File: src/hdl/cv3_pkg.sv
package cv3_pkg;

    localparam int DEF_MAX_WIDTH  = 1024;
    localparam int DEF_MAX_HEIGHT = 4096;

    localparam int KSIZE    = 3;
    localparam int TAPS     = KSIZE * KSIZE;
    localparam int CHANNELS = 3;
    localparam int MIN_DIM  = 3;

    localparam int PIX_W   = 8;
    localparam int COEF_W  = 16;
    localparam int ROW_W   = KSIZE * COEF_W;
    localparam int FW_W    = 11;
    localparam int FH_W    = 13;
    localparam int CFG_IDX_W = 3;

    // q8.8 arithmetic widths
    localparam int PROD_W = PIX_W + 1 + COEF_W;
    localparam int PART_W = PROD_W + 2;
    localparam int SUM_W  = PROD_W + 3;

    localparam int OFFSET_Q  = 127 * 256;
    localparam int CLAMP_MAX = 255;
    localparam int SAT_HI_Q  = CLAMP_MAX * 256;

    localparam logic [ROW_W-1:0] KERN_TOP_RST = '0;
    localparam logic [ROW_W-1:0] KERN_MID_RST = 48'h0000_0100_0000;
    localparam logic [ROW_W-1:0] KERN_BOT_RST = '0;
    localparam logic [FW_W-1:0]  FW_RST       = 11'd1024;
    localparam logic [FH_W-1:0]  FH_RST       = 13'd4096;

    typedef enum logic [CFG_IDX_W-1:0] {
        CFG_KERN_TOP    = 3'd0,
        CFG_KERN_MIDDLE = 3'd1,
        CFG_KERN_BOTTOM = 3'd2,
        CFG_ADD_OFFSET  = 3'd3,
        CFG_FRAME_WIDTH = 3'd4,
        CFG_FRAME_HEIGHT = 3'd5
    } t_cfg_idx;

    typedef struct packed {
        logic [PIX_W-1:0] red;
        logic [PIX_W-1:0] green;
        logic [PIX_W-1:0] blue;
    } t_pixel;

    typedef t_pixel [KSIZE-1:0][KSIZE-1:0] t_window;

    typedef struct packed {
        t_pixel upper;
        t_pixel middle;
    } t_line_entry;

    typedef logic [TAPS-1:0][PIX_W-1:0]  t_tap_arr;
    typedef logic [TAPS-1:0][COEF_W-1:0] t_coef_arr;

    typedef struct packed {
        logic c;
        logic d;
        logic e;
    } t_stage_en;

endpackage

File: src/hdl/cv3_lane.sv
module cv3_lane (
    input  logic                     i_clk,
    input  cv3_pkg::t_stage_en       i_en,
    input  cv3_pkg::t_tap_arr        i_taps,
    input  cv3_pkg::t_coef_arr       i_coefs,
    input  logic                     i_add_offset,
    output logic [cv3_pkg::PIX_W-1:0] o_value
);
    import cv3_pkg::*;

    logic signed [PROD_W-1:0] r_prod [TAPS];
    logic signed [PART_W-1:0] r_part [KSIZE];
    logic        [PIX_W-1:0]  r_value;
    logic signed [SUM_W-1:0]  n_sum;

    always_comb begin
        n_sum = i_add_offset ? SUM_W'(OFFSET_Q) : '0;
        for (int m = 0; m < KSIZE; m++) begin
            n_sum = n_sum + SUM_W'(r_part[m]);
        end
    end

    always_ff @(posedge i_clk) begin
        if (i_en.c) begin
            for (int k = 0; k < TAPS; k++) begin
                r_prod[k] <= $signed({1'b0, i_taps[k]}) * $signed(i_coefs[k]);
            end
        end
        if (i_en.d) begin
            for (int m = 0; m < KSIZE; m++) begin
                r_part[m] <= PART_W'(r_prod[3*m]) + PART_W'(r_prod[3*m+1])
                           + PART_W'(r_prod[3*m+2]);
            end
        end
        if (i_en.e) begin
            if (n_sum > $signed(SUM_W'(SAT_HI_Q))) begin
                r_value <= PIX_W'(CLAMP_MAX);
            end else if (n_sum < 0) begin
                r_value <= '0;
            end else begin
                r_value <= n_sum[15:8];
            end
        end
    end

    assign o_value = r_value;

endmodule
File: config.mk
export PLATFORM = sky130hd
export DESIGN_NAME = cv3_lane
export DESIGN_NICKNAME = d
export VERILOG_FILES = /design/src/hdl/cv3_pkg.sv /design/src/hdl/cv3_lane.sv
export SDC_FILE = /design/constraint.sdc
export NUM_CORES = 2
export LEC_CHECK = 0
export BUFFER_PORTS_ARGS = -buffer_cell sky130_fd_sc_hd__clkbuf_2
export CAP_MARGIN = 20
export CORE_MARGIN = 3
export CORE_UTILIZATION = 40
export CTS_BUF_LIST = sky130_fd_sc_hd__clkbuf_16
export CTS_CLUSTER_DIAMETER = 40
export CTS_CLUSTER_SIZE = 28
export DETAILED_ROUTE_END_ITERATION = 16
export SYNTH_ARGS = -nofsm -noshare
export SYNTH_HDL_FRONTEND = slang
export SYNTH_SLANG_ARGS = --single-unit
File: constraint.sdc
create_clock -name i_clk -period 7.3 [get_ports i_clk]
set_input_delay 0.73 -clock i_clk [delete_from_list [all_inputs] [get_ports i_clk]]
set_output_delay 0.73 -clock i_clk [all_outputs]
set_load 0.005 [all_outputs]
## Word level (Yosys, flattened, before mapping)

Memory sizes are Yosys's and may differ from the RTL's.
Cells that the tools add are included.
W data, S select, Z words.

- Register bits after elaboration: 8
- Bits in writable memories: 306
- Bits of input ports: 221
- Memories: 2

- Add/sub/neg operators: 9
- $mul: 9
- Magnitude comparators: 2
- Multiplexer cells: 6

Memories:

| name | words | width | rd ports | clocked after Yosys merged registers in | wr ports | line | text |
|---|---|---|---|---|---|---|---|
| r_prod | 9 | 25 | 9 | 0 | 9 | cv3_lane.sv:11 | `logic signed [PROD_W-1:0] r_prod [TAPS];` |
| r_part | 3 | 27 | 3 | 0 | 3 | cv3_lane.sv:12 | `logic signed [PART_W-1:0] r_part [KSIZE];` |

Operator list:

| operator | count |
|---|---|
| $mul A9 B16 Y25 | 9 |
| $add A26 B25 Y27 | 3 |
| $add A25 B25 Y26 | 3 |
| $add A28 B27 Y28 | 2 |
| $add A16 B27 Y28 | 1 |
| $gt A28 B17 Y1 const B | 1 |
| $lt A28 B1 Y1 const B | 1 |
| $mux W15 | 1 |
| $mux W8 | 1 |
| $mux W1 | 4 |

## Depth between registers and ports, before layout

- Depth after elaboration: 6
- Depth in mapped cells: 21
- Depth with buffers taken out: 20

## Worst setup path after synthesis

Ideal clock, no wire load.

- Path type: input to register
- Start point: input port i_taps[40] (netlist bit)
- End point: memory r_prod[0][148] (netlist bit) (data pin)
- Setup time: 0.258 ns
- Arrival: 5.298 ns
- Data required time: 7.042 ns
- Slack: 1.744 ns
- Stages: 19
- Path through: clkbuf_1 -> nand2_1 -> fa_1 -> inv_1 -> fa_1 -> inv_1 -> fa_1 -> fa_1 -> inv_1 -> ha_1 -> and2_1 -> a311oi_1 -> a221oi_1 -> nor2_1 -> a2111oi_0 -> nor3_1 -> o41ai_1 -> a21oi_1 -> xnor2_1

RTL lines:

| what | line | text |
|---|---|---|
| start, declared | cv3_lane.sv:4 | `input cv3_pkg::t_tap_arr i_taps,` |
| end, declared | cv3_lane.sv:11 |  |

==> flow_summary.json <==
{
  "die_h_um": 389,
  "timing.fmax_mhz": 176,
  "drv_cap": 0,
  "ys_seq_area_frac": 0.161,
  "crit_path_start_kind": "primary input",
  "finalCriticalPeriod_ns": 5.67,
  "worstMarginPinSlew_ns": 0.887,
  "seq_area_mm2": 0.00943,
  "clkSinkCount": 314,
  "synth_compound_area_frac": 0.0685,
  "clockRootBuffer": "clkbuf_16",
  "antenna_found_initial": 21,
  "numPortBuffers": 228,
  "avgSynthCellArea_um2": 9.61,
  "die_width_um": 389,
  "grt_util_met1": 0.249,
  "gp_congestion": 0.844,
  "layout.nets": 8119,
  "grt_pass1_vias": 43000,
  "pin_count": 229,
  "routed_via_density": 4.94,
  "met3_usage": 0.0246,
  "grt_pass1_wl_um": 225000,
  "synth_xor_area_frac": 0.0387,
  "nFillCells": 13900,
  "yosysWarnings": 0,
  "clk_pin_slew_ns": 0.06,
  "slew_viol_final": 0,
  "drc": 0,
  "finClkSkew_ns": 0.0689,
  "synthAdderAreaFrac": 0.474,
  "num_rows": 139,
  "synth-seq-cells": 314,
  "first_pass_iters": 5,
  "synth.distinct_cells": 87,
  "use_met2": 0.310,
  "crit_type": "in2reg",
  "netlist_area_mm2": 0.0586,
  "grt_max_degree": 146,
  "numCtsBuffers": 54,
  "hold_viol": 0,
  "fin_crit_sh": 0.776,
  "ant_nets": 0,
  "synth_top_family_by_area": "adder cells",
  "start_util": 0.406,
  "max_slew_margin": 0.409,
  "status": "finished clean",
  "grt.busiest_layer": "met2",
  "track_usage": 0.183,
  "synth_edf_count": 314,
  "yosys.area_share.simple": 0.159,
  "cts_tree": "built",
  "gr-total-overflow": 0,
  "synth_cells": 6097,
  "cp.arrival_ns": 5.97,
  "cts.repair.resized": 0,
  "postSynth.asyncResetShare": 0,
  "vias": 40800,
  "rsz0062_at_grt": "false",
  "tns_ns": 0,
  "ys.flop_type": "edfxtp_1",
  "setup_viol": 0,
  "worstPathRequired_ns": 7.60,
  "routedWlPerCell_um": 16.3,
  "routed_wl_um": 135000,
  "synth_mux_area_frac": 0.00120,
  "dieArea_mm2": 0.151,
  "hold_path.class": "in2reg",
  "core-area_mm2": 0.145,
  "multi_input_area_mm2": 0.0434,
  "dp_hpwl_um": 114000,
  "worst_setup_path_end_kind": "flip-flop",
  "path_max_fanout": 16,
  "h-tree-depth": 2,
  "cts.path.max_buffers": 3,
  "synth_nets": 7918,
  "areaGrowthSynthToFinish_pct": 8.93,
  "hold_buffers": 0,
  "post_cts_buffers": 0,
  "clk_latency_ns": 0.63,
  "drt_iter0_drc": 2027,
  "drive_gt1_frac": 0.0590
}
cell usage in the layout, fill, tap and decap left out, types with 9 or more instances in the layout:
master / n
inv_1: 1439
fa_1: 1031
and2_1: 733
ha_1: 569
nand2_1: 527
edfxtp_1: 314
clkbuf_2: 226
xnor2_1: 205
a21oi_1: 176
nor2_1: 168
o21ai_0: 98
nor3_1: 88
nand3_1: 82
clkbuf_16: 54
a21o_1: 53
xor2_1: 52
o21a_1: 44
and3_1: 35
nor2b_1: 31
or3_1: 28
a211oi_1: 27
nand2b_1: 27
o211ai_1: 27
a31oi_1: 25
o21bai_1: 18
nor4_1: 16
nand4_1: 14
or2_2: 13
inv_6: 13
a211o_1: 12
diode_2: 11
o31ai_1: 11
a21boi_0: 10
inv_8: 10
o31a_1: 9
a2111oi_0: 9
clkinv_8: 9
area by class of cell:
| class | count | area share |
|---|---|---|
| Multi-Input combinational cell | 4258 | 0.680 |
| Sequential cell | 314 | 0.148 |
| Inverter | 1438 | 0.0846 |
| Tap cell | 1903 | 0.0373 |
| Clock buffer | 54 | 0.0212 |
| Timing Repair Buffer | 232 | 0.0187 |
| Clock inverter | 48 | 0.00992 |
| Antenna cell | 11 | 0.000431 |
synthesized netlist by cell type, types with 35 or more instances:
master / count / area [um^2]
clkbuf_1: 78 / 293
a21o_1: 53 / 398
and3_1: 35 / 219
o21a_1: 44 / 330
edfxtp_1: 314 / 9430
and2_1: 733 / 4590
inv_1: 1438 / 5400
ha_1: 569 / 7120
fa_1: 1031 / 20600
nor3_1: 88 / 440
nand3_1: 82 / 410
nand2_1: 527 / 1980
a21oi_1: 176 / 881
xor2_1: 52 / 455
nor2_1: 168 / 631
xnor2_1: 205 / 1800
o21ai_0: 98 / 490
per-layer routing:
layer / routed length (um) / vias up
met5: 89 / -
met4: 2850 / 12
met3: 5870 / 157
met2: 65800 / 712
met1: 60100 / 20500
li1: - / 19400
metrics by stage:
stage          utilization  setup WS [ns]  cells  cell area [um^2]  hold slack, ns
2_1_floorplan            -           1.74   6097             58600           0.680
3_3_place_gp         0.428           1.06   8145             61800           0.750
3_5_place_dp         0.428           1.06   8145             61800           0.746
4_1_cts              0.442           1.66   8247             63800           0.444
5_1_grt              0.442           1.27   8253             63800           0.471
6_report             0.442           1.63   8258             63800           0.475
registers in the layout, summed over array words and instances, names as in the netlist:
| name | flops |
|---|---|
| r_part | 81 |
| o_value | 8 |
| r_prod | 225 |
cell families after synthesis:
family / Yosys count
and+or+nand+nor: 1791
adders and majority gates: 1600
buffers and inverters: 1525
AOI/OAI and AO/OA: 602
DFF: 314
xor gates and xnor gates: 258
muxes: 7
path summary, 6_finish.rpt:
| check | from | end | slack [ns] | cells past startpoint |
|---|---|---|---|---|
| hold / removal | i_en[0] | o_value[1] | 0.47 | 1 |
| setup / recovery | i_taps[40] | r_prod[0][148] | 1.63 | 19 |
| setup reg to reg | r_part[0][2] | o_value[2] | 2.75 | 15 |
| hold reg to reg | r_prod[0][26] | r_part[0][1] | 0.75 | 2 |
worst max-delay path: stages:
cell and delay [ns]:
clkbuf_2 0.35, nand2_1 0.14, fa_1 0.57, inv_1 0.06, fa_1 0.51, inv_1 0.06
fa_1 0.49, fa_1 0.49, inv_1 0.04, ha_1 0.35, and2_1 0.15, a311oi_1 0.07
a221oi_1 0.46, nor2_1 0.10, a2111oi_0 0.61, nor3_1 0.16, o41ai_1 0.35, a21oi_1 0.13
xnor2_1 0.14
Power is left out: the tool's default activity adds up to more than one toggle a clock period on the data nets, which glitch-free logic cannot reach.
